**src/rtl/fpsa_pkg.sv**
```systemverilog
// Shared constants, types and helpers for the free page stack allocator.
package fpsa_pkg;

  localparam int PAGE_BITS = 12;
  localparam int MAX_PAGES = 32768;
  localparam int ADDR_BITS = 32;

  localparam int PN_BITS  = ADDR_BITS - PAGE_BITS;
  localparam int IDX_BITS = $clog2(MAX_PAGES);
  localparam int CNT_BITS = $clog2(MAX_PAGES + 1);

  localparam int PORT_ADDR_BITS = 32;
  localparam int PORT_CNT_BITS  = 16;
  localparam int CFG_IDX_BITS   = 1;

  localparam logic [CFG_IDX_BITS-1:0] CFG_REGION_START = 1'd0;
  localparam logic [CFG_IDX_BITS-1:0] CFG_REGION_END   = 1'd1;

  localparam logic [31:0] REGION_START_RST = 32'h8000_0000;
  localparam logic [31:0] REGION_END_RST   = 32'h8800_0000;

  localparam logic [1:0] REQ_ALLOC = 2'd0;
  localparam logic [1:0] REQ_FREE  = 2'd1;
  localparam logic [1:0] REQ_INIT  = 2'd2;

  localparam logic [1:0] STAT_OK   = 2'd0;
  localparam logic [1:0] STAT_OOM  = 2'd1;
  localparam logic [1:0] STAT_BAD  = 2'd2;
  localparam logic [1:0] STAT_FULL = 2'd3;

  localparam logic [2:0] OP_NONE       = 3'd0;
  localparam logic [2:0] OP_POP        = 3'd1;
  localparam logic [2:0] OP_PUSH_FREE  = 3'd2;
  localparam logic [2:0] OP_INIT_LOAD  = 3'd3;
  localparam logic [2:0] OP_PUSH_INIT  = 3'd4;

  typedef struct packed {
    logic [2:0] op;
    logic       load_out;
    logic [1:0] out_status;
    logic       out_from_ram;
  } dp_cmd_t;

  typedef struct packed {
    logic empty;
    logic full;
    logic bad_free;
    logic init_done;
  } dp_sts_t;

  // port address -> internal address width (modulo 2^ADDR_BITS)
  function automatic logic [ADDR_BITS-1:0] to_addr(input logic [PORT_ADDR_BITS-1:0] v);
    logic [ADDR_BITS+PORT_ADDR_BITS-1:0] t;
    t = {ADDR_BITS'(0), v};
    return t[ADDR_BITS-1:0];
  endfunction

  // internal address -> port width
  function automatic logic [PORT_ADDR_BITS-1:0] to_port_addr(input logic [ADDR_BITS-1:0] v);
    logic [ADDR_BITS+PORT_ADDR_BITS-1:0] t;
    t = {PORT_ADDR_BITS'(0), v};
    return t[PORT_ADDR_BITS-1:0];
  endfunction

  // count -> low bits of the reported free count
  function automatic logic [PORT_CNT_BITS-1:0] to_port_cnt(input logic [CNT_BITS-1:0] v);
    logic [CNT_BITS+PORT_CNT_BITS-1:0] t;
    t = {PORT_CNT_BITS'(0), v};
    return t[PORT_CNT_BITS-1:0];
  endfunction

endpackage

```
**src/rtl/fpsa_ctrl.sv**
```systemverilog
// Request sequencer: decodes requests, steps init walk and alloc read, flags results.
module fpsa_ctrl (
  input  logic              clk,
  input  logic              rst_n,
  input  logic              start,
  input  logic [1:0]        in_req_type,
  output logic              busy,
  output logic              out_valid,
  output fpsa_pkg::dp_cmd_t cmd,
  input  fpsa_pkg::dp_sts_t sts
);
  import fpsa_pkg::*;

  localparam logic [1:0] S_IDLE     = 2'd0;
  localparam logic [1:0] S_ALLOC_RD = 2'd1;
  localparam logic [1:0] S_INIT_RUN = 2'd2;

  logic [1:0] state_r, state_nxt;
  logic       out_valid_r;

  always_comb begin
    state_nxt = state_r;
    cmd       = '{op: OP_NONE, load_out: 1'b0, out_status: STAT_OK, out_from_ram: 1'b0};
    case (state_r)
      S_IDLE: begin
        if (start) begin
          case (in_req_type)
            REQ_ALLOC: begin
              if (sts.empty) begin
                cmd.load_out   = 1'b1;
                cmd.out_status = STAT_OOM;
              end else begin
                cmd.op    = OP_POP;
                state_nxt = S_ALLOC_RD;
              end
            end
            REQ_FREE: begin
              cmd.load_out = 1'b1;
              if (sts.bad_free) begin
                cmd.out_status = STAT_BAD;
              end else if (sts.full) begin
                cmd.out_status = STAT_FULL;
              end else begin
                cmd.op = OP_PUSH_FREE;
              end
            end
            REQ_INIT: begin
              cmd.op    = OP_INIT_LOAD;
              state_nxt = S_INIT_RUN;
            end
            default: begin
              cmd.load_out = 1'b1;
            end
          endcase
        end
      end
      S_ALLOC_RD: begin
        cmd.load_out     = 1'b1;
        cmd.out_from_ram = 1'b1;
        state_nxt        = S_IDLE;
      end
      S_INIT_RUN: begin
        if (sts.init_done) begin
          cmd.load_out = 1'b1;
          state_nxt    = S_IDLE;
        end else if (sts.full) begin
          cmd.load_out   = 1'b1;
          cmd.out_status = STAT_FULL;
          state_nxt      = S_IDLE;
        end else begin
          cmd.op = OP_PUSH_INIT;
        end
      end
      default: begin
        state_nxt = S_IDLE;
      end
    endcase
  end

  always_ff @(posedge clk) begin
    if (!rst_n) begin
      state_r     <= S_IDLE;
      out_valid_r <= 1'b0;
    end else begin
      state_r     <= state_nxt;
      out_valid_r <= cmd.load_out;
    end
  end

  assign busy      = (state_r != S_IDLE);
  assign out_valid = out_valid_r;

  a_alloc_result: assert property (@(posedge clk) disable iff (!rst_n)
    state_r == S_ALLOC_RD |=> out_valid_r && state_r == S_IDLE)
    else $error("alloc read did not produce a result");

  a_init_walks: assert property (@(posedge clk) disable iff (!rst_n)
    (state_r == S_INIT_RUN && !sts.init_done && !sts.full) |=>
      state_r == S_INIT_RUN && !out_valid_r)
    else $error("init walk ended early");

  a_state_legal: assert property (@(posedge clk) disable iff (!rst_n)
    (state_r == S_IDLE) || (state_r == S_ALLOC_RD) || (state_r == S_INIT_RUN))
    else $error("sequencer in unknown state");

endmodule

```
**config.mk**
```make
export PLATFORM = sky130hd
export DESIGN_NAME = fpsa_ctrl
export DESIGN_NICKNAME = d
export VERILOG_FILES = /design/src/rtl/fpsa_pkg.sv /design/src/rtl/fpsa_ctrl.sv
export SDC_FILE = /design/constraint.sdc
export NUM_CORES = 1
export LEC_CHECK = 0
export ABC_AREA = 1
export BUFFER_PORTS_ARGS = -buffer_cell sky130_fd_sc_hd__buf_4
export CAP_MARGIN = 20
export CORE_AREA = 10 10 47 49
export CTS_CLUSTER_SIZE = 16
export DETAILED_ROUTE_END_ITERATION = 7
export DIE_AREA = 0 0 57 59
export MAX_ROUTING_LAYER = met4
export PLACE_DENSITY = 0.44
export SLEW_MARGIN = 20
export SYNTH_ARGS = -nofsm -noshare
export SYNTH_HDL_FRONTEND = slang
export SYNTH_SLANG_ARGS = --single-unit
```
**constraint.sdc**
```tcl
create_clock -name clk -period 0.9 [get_ports clk]
set_clock_uncertainty 0.05 [all_clocks]
set_input_delay 0.045 -clock clk [delete_from_list [all_inputs] [get_ports clk]]
set_output_delay 0.045 -clock clk [all_outputs]
set_load 0.01 [all_outputs]
```
After elaboration in Yosys (flattened, before gate mapping)
Index checks and enable logic that the tools add are counted.
- bits of input ports: 9
- output and inout bits: 9
- bits in registers: 3
- logic and storage cells: 39
- mux-type cells: 25
- equal/unequal tests: 8
- reductions and logical operators: 4
- operators by type and width (cell ; number):
    two-way mux 2 bit ; 8
    case mux 2 bit (2 select lines) ; 4
    two-way mux 3 bit ; 5
    case mux 3 bit (3 select lines) ; 1
    two-way mux 6 bit ; 1
    != test 3 bit (second input constant) ; 2
    case mux 3 bit (2 select lines) ; 1
    equality test 2 x 1 -> 1 bit (second input constant) ; 2
    equality test 2 bit (second input constant) ; 2
    logical NOT 2 bit ; 2
    AND reduction 4 bit ; 1
    two-way mux 1 bit ; 3
    != test 3 x 1 -> 1 bit (second input constant) ; 1
    case mux 1 bit (3 select lines) ; 1
    != test 2 bit (second input constant) ; 1
    case mux 1 bit (2 select lines) ; 1
    nonzero test 2 bit ; 1

Longest topological paths before layout
Gate-level depths: netlist of run 1.
- word-level depth: 5
- mapped depth: 6
- mapped depth without buffers: 6

Least setup slack after synthesis of run 1
Ideal clock, no wire load.
- path kind: register to register
- from: register state_r[0]
- to: register out_valid_r, in the netlist out_valid
- setup slack: 23 ps
- arrival: 761 ps
- path buffers: 0
- required time: 784 ps
- setup time: 66 ps
- period minus slack after synthesis: 877 ps
- stages on the path, launching flop included: 5
- cell sequence: dfxtp_1 > inv_2 > nor2_1 > nor2_1 > a21oi_2
- cells in the longest elaborated chain, start to end: 2
- elaborated cells between the ends (all ways): 4
- classes of those cells: eq/ne: 2; mux: 1; reduce/logical: 1
- RTL lines (item ; line ; text):
    start: declaration ; fpsa_ctrl.sv:18 ; logic [1:0] state_r, state_nxt;
    start signal: assignment ; fpsa_ctrl.sv:85 ; state_r <= state_nxt;
    equality test 2 bit, or another cell as far along ; fpsa_ctrl.sv:24 ; case (state_r)
    case mux 1 bit (3 select lines) (*) ; fpsa_ctrl.sv:24 ;
    end signal: assignment ; fpsa_ctrl.sv:86 ; out_valid_r <= cmd.load_out;
    end: declaration ; fpsa_ctrl.sv:19 ; logic out_valid_r;
Every way passes the cells marked *; elsewhere a longest branch is shown, timed or not.
A chain may end at the register's enable or synchronous reset.

==> impl_results.md, run 1 <==
* CP startpoint kind: flop
* Worst-Margin Slew at roughly 0.19 ns
* Simple logic cell fraction of the synthesized area at ~53%
* Synth Area in Compound Gates at just over 10%
* Max VDD drop at roughly 0.35 mV
* Main combinational cell family by area after synthesis: simple AND/OR/NAND/NOR gates
* Net Switching at about 160 uW
* Max H-tree Level at 1
* Leak pwr at roughly 0.00029 uW
* Fin Hold WS at between 0.015 and 0.02 ns
* Syn_nets at 54
* IO Pins at 18
* Post-Synth Adder-Cell Area at 0%
* First-pass GRT wire length at 1420 microns
* Die height at 59 microns
* Failing checks: negative setup slack
* Layout cells sized above 1 at approximately 61%
* Core area at around 1400 sq um
* Part of the power in the clock network at 41.6%
* EDFF count, synth at 0
* Gate Count Post-Synth at 45
* Post-CTS Hold Buffers at 0
* Crit share post-route at 132%
* Initial antenna violation count at 0
* Count of clock tree sinks at 3
* Synth top area share at between 20 and 25%
* TritonRoute pass-1 iters at 4
* Max cap viols at 0
* Overflow after GRT at 0
* Global placement routability congestion at between 0.7 and 0.8
* Clock buffer depth at 2
* Final Setup Violations at 9
* Initial core utilization at a little under a fifth
* PwrDens at approximately 1100 nW/um^2
* Avg WL per Cell at 9.87 microns
* Max-slew violation count at 0
* Synth area leader: dfxtp_1
* Post-synthesis async set-or-reset flop share at 0%
* Cell with the most instances after synthesis: nand2_1
* Via density at 4.16
* Sequential Power Share at 25.5%
* Residual DRC at 0
* Switching Share at 29.2%
* CTS clk-pin slew, worst paths at 0.03 ns
* CTS tree: done
* Hold Crit Class: primary input to flop
* Post-synthesis cell type count at 15
* Port bufs at 17
* Yosys reg bits at 3
* Crit path kind: flop to output pin
* Mux cell area share after synthesis at 0%
* Initial DRC Count at 7
* Layout fillers at about 180
* Crit path DAT at approximately 1.1 ns
* Vias at 358
* Syn Area/Cell at between 5 and 6 sq um
* Tmin final at between 1 and 1.5 ns
* Int Power at roughly 400 uW
* Post-Syn Area at 268 sq um
* Vias in the first global route at between 300 and 400
* HPWL Detailed at 731 microns
* Final nets at 80
* Critical Path Sink Type: output pin
* CP Cell Sequence: inv_4 -> nand2_4 -> nor2_8 -> nand2_2 -> o21ai_2 -> buf_4
* Die area at 3360 sq um
* Top cells by count, synth: nand2_1, inv_1, nor2_1
* Worst slew margin at between 80 and 90%
* Logic pwr share at 32.9%
* CTS buffer count at 3
* Clock root buffer: clkbuf_4
* Chip width at ~57 microns
* RSZ-0062 raised after global routing: true
* Crit path max fanout at 4
* Pin count of the biggest net entering global routing at 5
* Final ANT Viol Nets at 0
* Slowest CP cell: dfxtp_2
* Top FF cell, synth: dfxtp_1
* Site row count at 14
* Later-pin clock latency in the skew report at roughly 0.23 ns
* Overall Global Routing Usage at ~5.4%
* Worst Path Required at between 0.8 and 0.9 ns
* Yosys warning count at 0
* Final hold vios at 0
* Slowest stage delay, CP at ~0.33 ns
* XOR/XNOR share of the synthesized area at 0%
* Sequential share of the synthesized area at about 22%
* Status: finished, violations left
* N_diodes at 0
* Drt total wl at between 800 and 900 microns
* Top cells by area, synth: dfxtp_1, nand2_1, inv_1, nor2_1, nor2_8
* Final worst setup slack at -0.291 ns
* P&R area growth vs syn at 93.5%
* Peak Freq at approximately 0.84 GHz
* Pwr Total at 565 uW
-- logic make-up (layout without fill, tap and decap cells) --
family                 Yosys count  in the layout
DFF                              3              3
and+or+nand+nor                 28             28
buffers and inverters           10             35
AOI/OAI and AO/OA                4              4
-- power groups by stage --
stage	clock network, uW	registers (uW)	logic, uW
finish	235	144	186
global route	256	145	206
CTS	239	143	166
detailed placement	0	145	163
global placement	0	144	164
floorplan	0	146	79.6
-- stage by stage --
stage	instances	setup slack [ns]	util [%]	instance area, sq um	setup TNS, ns
after global placement	80	-0.0658	30.7	430	-0.107
after floorplan	45	0.0231	-	268	0
after global routing	86	-0.363	37.0	518	-2.49
after detailed placement	80	-0.0621	30.7	430	-0.131
after CTS	84	-0.300	32.9	460	-1.84
final	86	-0.291	37.0	518	-1.86
-- per-layer routing --
metal / GRT usage [%] / part of all wire [%] / wire, microns
met4: 5.03 / 4.2 / 36
met3: 0.858 / 3.4 / 29
met2: 8.22 / 49 / 420
met1: 5.81 / 43 / 362
met5: - / 0 / 0
-- worst max-delay path: cells and delay by family, from the launching register on --
| family | cells | cell delay, ns |
|---|---|---|
| AO/OA/AOI/OAI | 1 | 0.10 |
| buffers and inverters | 2 | 0.20 |
| flip-flops | 1 | 0.33 |
| AND/OR/NAND/NOR | 3 | 0.23 |
-- placed cells by master, fill, tap and decap left out, types with 2 or more instances in the layout --
master	Yosys	layout
nand2_2	1	3
buf_4	0	20
nand3_1	3	2
dfxtp_2	0	2
a21oi_2	1	3
nor2_1	7	5
nand2_1	12	10
nor2_2	1	3
clkbuf_4	0	3
inv_1	8	7
inv_4	0	2
-- timing repair --
item | 4_1_cts | 5_1_grt
endpoints found under the setup margin | 8 | 11
buffers inserted | 0 | 2
gates resized for setup | 2 | 13
pin swaps | 0 | 3
-- layout make-up --
class	count	area (sq um)	share of cell area, %
Multi-Input combinational cell	32	205	39.6
Timing Repair Buffer	21	161	31.2
Sequential cell	3	62.6	12.1
Inverter	10	42.5	8.21
Clock buffer	4	26.3	5.07
Tap cell	16	20.0	3.86
-- worst paths after layout --
| check | from | endpoint | slack [ns] | cells past startpoint |
|---|---|---|---|---|
| max reg2reg | state_r[1]$_SDFFE_PN0P_ | state_r[1]$_SDFFE_PN0P_ | -0.07 | 6 |
| min | rst_n | state_r[0]$_SDFFE_PN0P_ | 0.02 | 3 |
| min reg2reg | state_r[1]$_SDFFE_PN0P_ | state_r[0]$_SDFFE_PN0P_ | 0.51 | 3 |
| max | state_r[1]$_SDFFE_PN0P_ | cmd[2] | -0.29 | 6 |
-- registers in the layout (all words and copies together) (netlist names) --
| register | count |
|---|---|
| out_valid | 1 |
| state_r | 2 |
Note: power is estimated with default switching activity, not from simulation.
==> run 2: changes to the inputs <==
==> constraint.sdc (replaced) <==
create_clock -name clk -period 0.9 [get_ports clk]
set_clock_uncertainty 0.05 [all_clocks]
set_input_delay 0.09 -clock clk [delete_from_list [all_inputs] [get_ports clk]]
set_output_delay 0.09 -clock clk [all_outputs]
set_load 0.01 [all_outputs]
==> run 2 against run 1 <==
Effect of this change: global-route usage is 0.26 points lower; first-iteration DRC count shrank 86%; the flow still finishes with violations (negative setup slack); critical path depth stayed put; sequential power is essentially flat; combinational power about the same; power increased by 0.18%; highest routed layer unchanged; setup slack lost 0.037 ns; via count down 3.9%.
==> impl_results.md, run 2 (synthesis results as in run 1) <==
* Status: finished, violations left
* Failing checks: negative setup slack
* Initial core utilization at a little under a fifth
* Critical Path Sink Type: output pin
* Reg-to-reg endpoint: out_valid$_SDFF_PN0_
* Die area at ~3400 sq um
* Overflow after GRT at 0
* Hold Crit Class: primary input to flop
* TritonRoute pass-1 iters at 3
* Worst Path Required at about 0.76 ns
* Port bufs at 17
* Pre-CTS WS at -0.106 ns
* Crit path kind: flop to output pin
* Logic pwr share at 32.9%
* Net Switching at 164 uW
* CP Cell Sequence: inv_4 -> nand2_4 -> nor2_8 -> nand2_2 -> o21ai_2 -> buf_4
* Initial antenna violation count at 0
* Crit path max fanout at 4
* Vias in the first global route at approximately 340
* IO Pins at 18
* N_diodes at 0
* CP startpoint kind: flop
* Peak Freq at 0.814 GHz
* Global placement routability congestion at approximately 0.71
* Worst R2R Start: state_r[1]$_SDFFE_PN0P_
* Die height at a little under 60 microns
* Max H-tree Level at 1
* Tmin final at 1.23 ns
* Switching Share at approximately 29%
* Crit share post-route at 136%
* Most frequent cells in the layout: buf_4, nand2_1, inv_1
* Via density at between 3 and 4
* Largest Register: state_r
* Vias at 344
* Leak pwr at a little under 0.0003 uW
* Max cap viols at 0
* Worst-Margin Slew at 0.206 ns
* Final nets at between 80 and 90
* PwrDens at 1070 nW/um^2
* Final Setup Violations at 9
* Max VDD drop at 0.372 mV
* Post-CTS Hold Buffers at 0
* Largest register FFs at 2
* Later-pin clock latency in the skew report at approximately 0.24 ns
* Fin Hold WS at approximately 0.058 ns
* Int Power at roughly 400 uW
* Hold Startpoint: rst_n
* Most common cell after layout, fill and taps aside: buf_4
* First-pass GRT wire length at between 1000 and 1500 microns
* Worst slew margin at between 80% and 90%
* Core area at approximately 1400 sq um
* Layout cells sized above 1 at roughly three fifths
* Slowest CP cell: dfxtp_4
* Initial DRC Count at 1
* RSZ-0062 raised after global routing: true
* R2R Setup Slk at -0.22 ns
* Final ANT Viol Nets at 0
* Site row count at 14
* Clock buffer depth at 2
* Crit path DAT at between 1 and 1.5 ns
* P&R area growth vs syn at 96.7%
* R2R depth at 6
* Clock root buffer: clkbuf_4
* CTS tree: done
* Count of clock tree sinks at 3
* Avg WL per Cell at between 9 and 10 microns
* Drt total wl at between 800 and 900 microns
* Max-slew violation count at 0
* Pin count of the biggest net entering global routing at 5
* Overall Global Routing Usage at slightly above 5%
* Chip width at roughly 57 microns
* Part of the power in the clock network at a little over two fifths
* Sequential Power Share at between 20% and 30%
* Final worst setup slack at -0.328 ns
* Residual DRC at 0
* WHS Endpoint: state_r[0]$_SDFFE_PN0P_
* Slowest stage delay, CP at 0.35 ns
* HPWL Detailed at approximately 700 microns
* Number of cells on the worst hold path at 3
* CTS buffer count at 3
* CTS clk-pin slew, worst paths at 0.04 ns
* Final hold vios at 0
run 2: worst max path at each step:
stage                   to                    start  cells past startpoint
finish              cmd[2]  state_r[1]$_SDFFE_PN0P_                      6
global route        cmd[2]  state_r[1]$_SDFFE_PN0P_                      6
CTS                 cmd[2]  state_r[1]$_SDFFE_PN0P_                      6
detailed placement  cmd[3]  state_r[0]$_SDFFE_PN0P_                      6
global placement    cmd[3]  state_r[0]$_SDFFE_PN0P_                      6
floorplan           cmd[2]  state_r[0]$_SDFFE_PN0P_                      5
run 2: cell type report:
class | instances | area (sq um)
multi-input combinational | 32 | 189
fill | 165 | 875
inverter | 10 | 42.5
tap | 16 | 20.0
sequential | 3 | 65.1
clock buffer | 4 | 26.3
timing repair buffer | 24 | 184
run 2: power groups by stage:
stage / sequential [uW] / clock [uW] / combinational, uW
after floorplan: 146 / 0 / 80.0
after global placement: 145 / 0 / 173
after detailed placement: 145 / 0 / 173
after CTS: 144 / 239 / 184
after global routing: 142 / 252 / 204
final: 142 / 238 / 186
run 2: per-stage QoR:
| stage | power [uW] | utilization (%) | TNS, ns | cell area (sq um) | instances |
|---|---|---|---|---|---|
| final | 566 | 37.6 | -2.39 | 527 | 89 |
| after CTS | 568 | 36.4 | -2.27 | 510 | 88 |
| after global routing | 598 | 37.6 | -2.90 | 527 | 89 |
| after floorplan | 226 | - | -0.00575 | 270 | 45 |
| after detailed placement | 317 | 32.5 | -0.439 | 455 | 83 |
| after global placement | 318 | 32.5 | -0.430 | 455 | 83 |
run 2: per-layer routing:
| layer | vias up | wire (microns) | track usage [%] |
|---|---|---|---|
| li1 | 192 | - | - |
| met1 | 137 | 375 | 5.47 |
| met2 | 13 | 381 | 6.98 |
| met3 | 2 | 52 | 1.93 |
| met4 | 0 | 12 | 5.03 |
| met5 | - | 0 | - |
run 2: worst max-delay path: cells and delay by family (launching register included):
kind                   cells  cell delay [ns]
DFF                        1             0.35
AOI/OAI and AO/OA          1             0.10
and+or+nand+nor            3             0.21
buffers and inverters      2             0.19
run 2: timing repair:
item,in CTS,in global routing
endpoints found under the setup margin,9,11
pin swaps,2,3
buffers inserted,1,1
hold endpoints to repair,0,0
gates resized for setup,10,3
==> run 3: changes to the inputs <==
--- a/config.mk
+++ b/config.mk
@@ -5,7 +5,6 @@
 export SDC_FILE = /design/constraint.sdc
 export NUM_CORES = 1
 export LEC_CHECK = 0
-export ABC_AREA = 1
 export BUFFER_PORTS_ARGS = -buffer_cell sky130_fd_sc_hd__buf_4
 export CAP_MARGIN = 20
 export CORE_AREA = 10 10 47 49
@@ -13,7 +12,7 @@
 export DETAILED_ROUTE_END_ITERATION = 7
 export DIE_AREA = 0 0 57 59
 export MAX_ROUTING_LAYER = met4
-export PLACE_DENSITY = 0.44
+export PLACE_DENSITY = 0.42
 export SLEW_MARGIN = 20
 export SYNTH_ARGS = -nofsm -noshare
 export SYNTH_HDL_FRONTEND = slang
==> run 3 against run 2 <==
Effect of this change: the flow still finishes with violations (negative setup slack); cell count decreased by 15%; combinational power decreased by 11%; hold slack got worse by 0.029 ns; register-to-register slack got worse by 0.03 ns; clock power increased by 3%; sequential cell count unchanged; global-route usage increased by 0.43 points; critical path depth decreased by 2; synthesized area decreased by 7.5%; fmax decreased by 9.3%; critical path type unchanged; largest cell class unchanged; highest routed layer unchanged.
==> impl_results.md, run 3 <==
* Status: finished, violations left
* Failing checks: negative setup slack
* Worst Path Required at roughly 0.76 ns
* TritonRoute pass-1 iters at 2
* PwrDens at 1100 nW/um^2
* Top cells by area, synth: dfxtp_1, nor4b_2, nor2b_1, o21ai_1, nor2_1
* Synth area leader: dfxtp_1
* CTS buffer count at 3
* Initial antenna violation count at 0
* FF/Latch Area at around 63 sq um
* Gate Count Post-Synth at 32
* Port bufs at 17
* Max VDD drop at approximately 0.89 mV
* Post-Syn Area at between 200 and 250 sq um
* Layout fillers at roughly 160
* Peak Freq at 0.738 GHz
* Crit path max fanout at 4
* Post-synthesis async set-or-reset flop share at 0%
* Tmin final at about 1.4 ns
* CTS tree: done
* Crit path DAT at about 1.2 ns
* Critical path endpoint: cmd[2]
* Final nets at 70
* N_diodes at 0
* Syn Area/Cell at ~7.7 sq um
* Sequential share of the synthesized area at between 20% and 30%
* Yosys warning count at 0
* R2R Setup Slk at -0.25 ns
* Pwr Total at about 550 uW
* Pre-CTS WS at -0.221 ns
* Drt total wl at roughly 900 microns
* Design area at about 500 sq um
* R2R depth at 3
* Final worst setup slack at -0.454 ns
* Max H-tree Level at 1
* Crit share post-route at 150%
* P&R area growth vs syn at 104%
* IO Pins at 18
* Pin count of the biggest net entering global routing at 8
* Avg WL per Cell at between 10 and 15 microns
* Final ANT Viol Nets at 0
* Residual DRC at 0
* Count of clock tree sinks at 3
* Worst-Margin Slew at 0.236 ns
* Multi-input combinational cell area at 204 sq um
* Top cells by count, synth: nor2_1, nor2b_1, dfxtp_1, inv_1, o21ai_1
* Chip width at 57 microns
* Final hold vios at 0
* Max-slew violation count at 0
* Reg-to-reg endpoint: state_r[0]$_SDFFE_PN0P_
* Die height at between 50 and 60 microns
* Syn_nets at slightly above 40
* CP startpoint kind: flop
* Fin Hold WS at around 0.028 ns
* Critical Path Sink Type: output pin
* DP Area at roughly 450 sq um
* Core area at approximately 1400 sq um
* Clock root buffer: clkbuf_4
* Global placement routability congestion at between 0.6 and 0.7
* Initial core utilization at 17.7%
* Worst R2R Start: state_r[1]$_SDFFE_PN0P_
* Via density at between 4 and 5
* CTS clk-pin slew, worst paths at 0.04 ns
* Final Setup Violations at 11
* Largest register FFs at 2
* Worst Setup SP: state_r[1]$_SDFFE_PN0P_
* Largest Register: state_r
* Max cap viols at 0
* Vias in the first global route at approximately 400
* Post-synthesis cell type count at 18
* Site row count at 14
* Top FF cell, synth: dfxtp_1
* Vias at between 300 and 400
* Die area at ~3400 sq um
* Clock buffer depth at 2
* Overflow after GRT at 0
* Initial DRC Count at 1
* Fin cells at 76
* Most frequent cells in the layout: buf_4, nor2b_1, nor2_1
* Yosys reg bits at 3
* Crit path kind: flop to output pin
* Worst slew margin at a little over four fifths
* Later-pin clock latency in the skew report at roughly 0.24 ns
* EDFF count, synth at 0
* First-pass GRT wire length at 1480 microns
* Synth top area share at roughly a quarter
* Overall Global Routing Usage at 5.54%
* Layout cells sized above 1 at roughly 60%
* Hold Crit Class: primary input to flop
* Dpl cells at between 60 and 70
* Most common cell after layout, fill and taps aside: buf_4
* RSZ-0062 raised after global routing: true
* Leak pwr at around 0.00025 uW
==> run 3: cell count changes after synthesis, moves of 2 or more <==
| cell | previous run | this run |
|---|---|---|
| nand2_1 | 12 | 1 |
| inv_1 | 8 | 3 |
| nor2b_1 | 0 | 4 |
| nor2_1 | 7 | 4 |
| o21ai_1 | 0 | 3 |
| inv_2 | 2 | 0 |
| nand3_1 | 3 | 1 |
| nor4b_2 | 0 | 2 |
| o21ai_0 | 0 | 2 |
==> run 3: power by group <==
| part | switching, uW | internal [uW] | leakage [uW] | total, uW |
|---|---|---|---|---|
| Clock | 77.8 | 167 | 0.0000150 | 244 |
| Sequential | 4.25 | 139 | 0.0000254 | 144 |
| Combinational | 72.3 | 92.9 | 0.000207 | 165 |
| Total | 154 | 399 | 0.000247 | 553 |
==> run 3: kinds of logic after synthesis <==
family          Yosys count  synth area share, %
buf+inv                   3                 4.55
simple gates             18                 52.5
mux                       1                 4.04
compound gates            7                 14.6
flops                     3                 24.2
==> run 3: what timing repair did <==
action	CTS	global route
setup endpoints to repair	11	11
gates resized for setup	1	1
gates cloned	0	0
buffers inserted	2	1
hold buffers	0	0
pin swaps	3	1
==> run 3: worst max-delay path, cell delays in order, from the launching register on <==
cell	delay (ns)
dfxtp_2	0.33
nor3b_4	0.23
nand2b_1	0.15
o21ai_2	0.14
buf_4	0.13
==> run 3: worst min-delay path by stage <==
stage,cells after the start,startpoint,slack [ns],to
final,2,in_req_type[0],0.03,state_r[0]$_SDFFE_PN0P_
after floorplan,1,in_req_type[0],0.10,state_r[0]$_SDFFE_PN0P_
after global placement,2,in_req_type[0],0.28,state_r[0]$_SDFFE_PN0P_
after global routing,2,in_req_type[0],0.02,state_r[0]$_SDFFE_PN0P_
after detailed placement,2,in_req_type[0],0.28,state_r[0]$_SDFFE_PN0P_
after CTS,2,in_req_type[0],0.03,state_r[0]$_SDFFE_PN0P_
==> run 3: layer usage <==
layer | GRT usage (%) | vias up | share of wire [%]
li1 | - | 167 | -
met1 | 5.08 | 151 | 41
met2 | 9.77 | 11 | 53
met3 | 2.15 | 2 | 4.0
met4 | 3.02 | 0 | 2.1
met5 | - | - | 0
==> run 3: final cells by class <==
type | instances | share of cell area, %
clock buffer | 4 | 5.21
inverter | 3 | 2.23
multi-input combinational | 26 | 40.4
sequential | 3 | 12.4
tap | 16 | 3.97
timing repair buffer | 24 | 35.7
==> run 3: metrics by stage <==
stage               utilization (%)  setup TNS, ns
floorplan                         -         -0.232
global placement               32.0          -1.34
detailed placement             32.0          -1.26
CTS                            35.0          -3.28
global route                   36.0          -4.15
finish                         36.0          -3.37
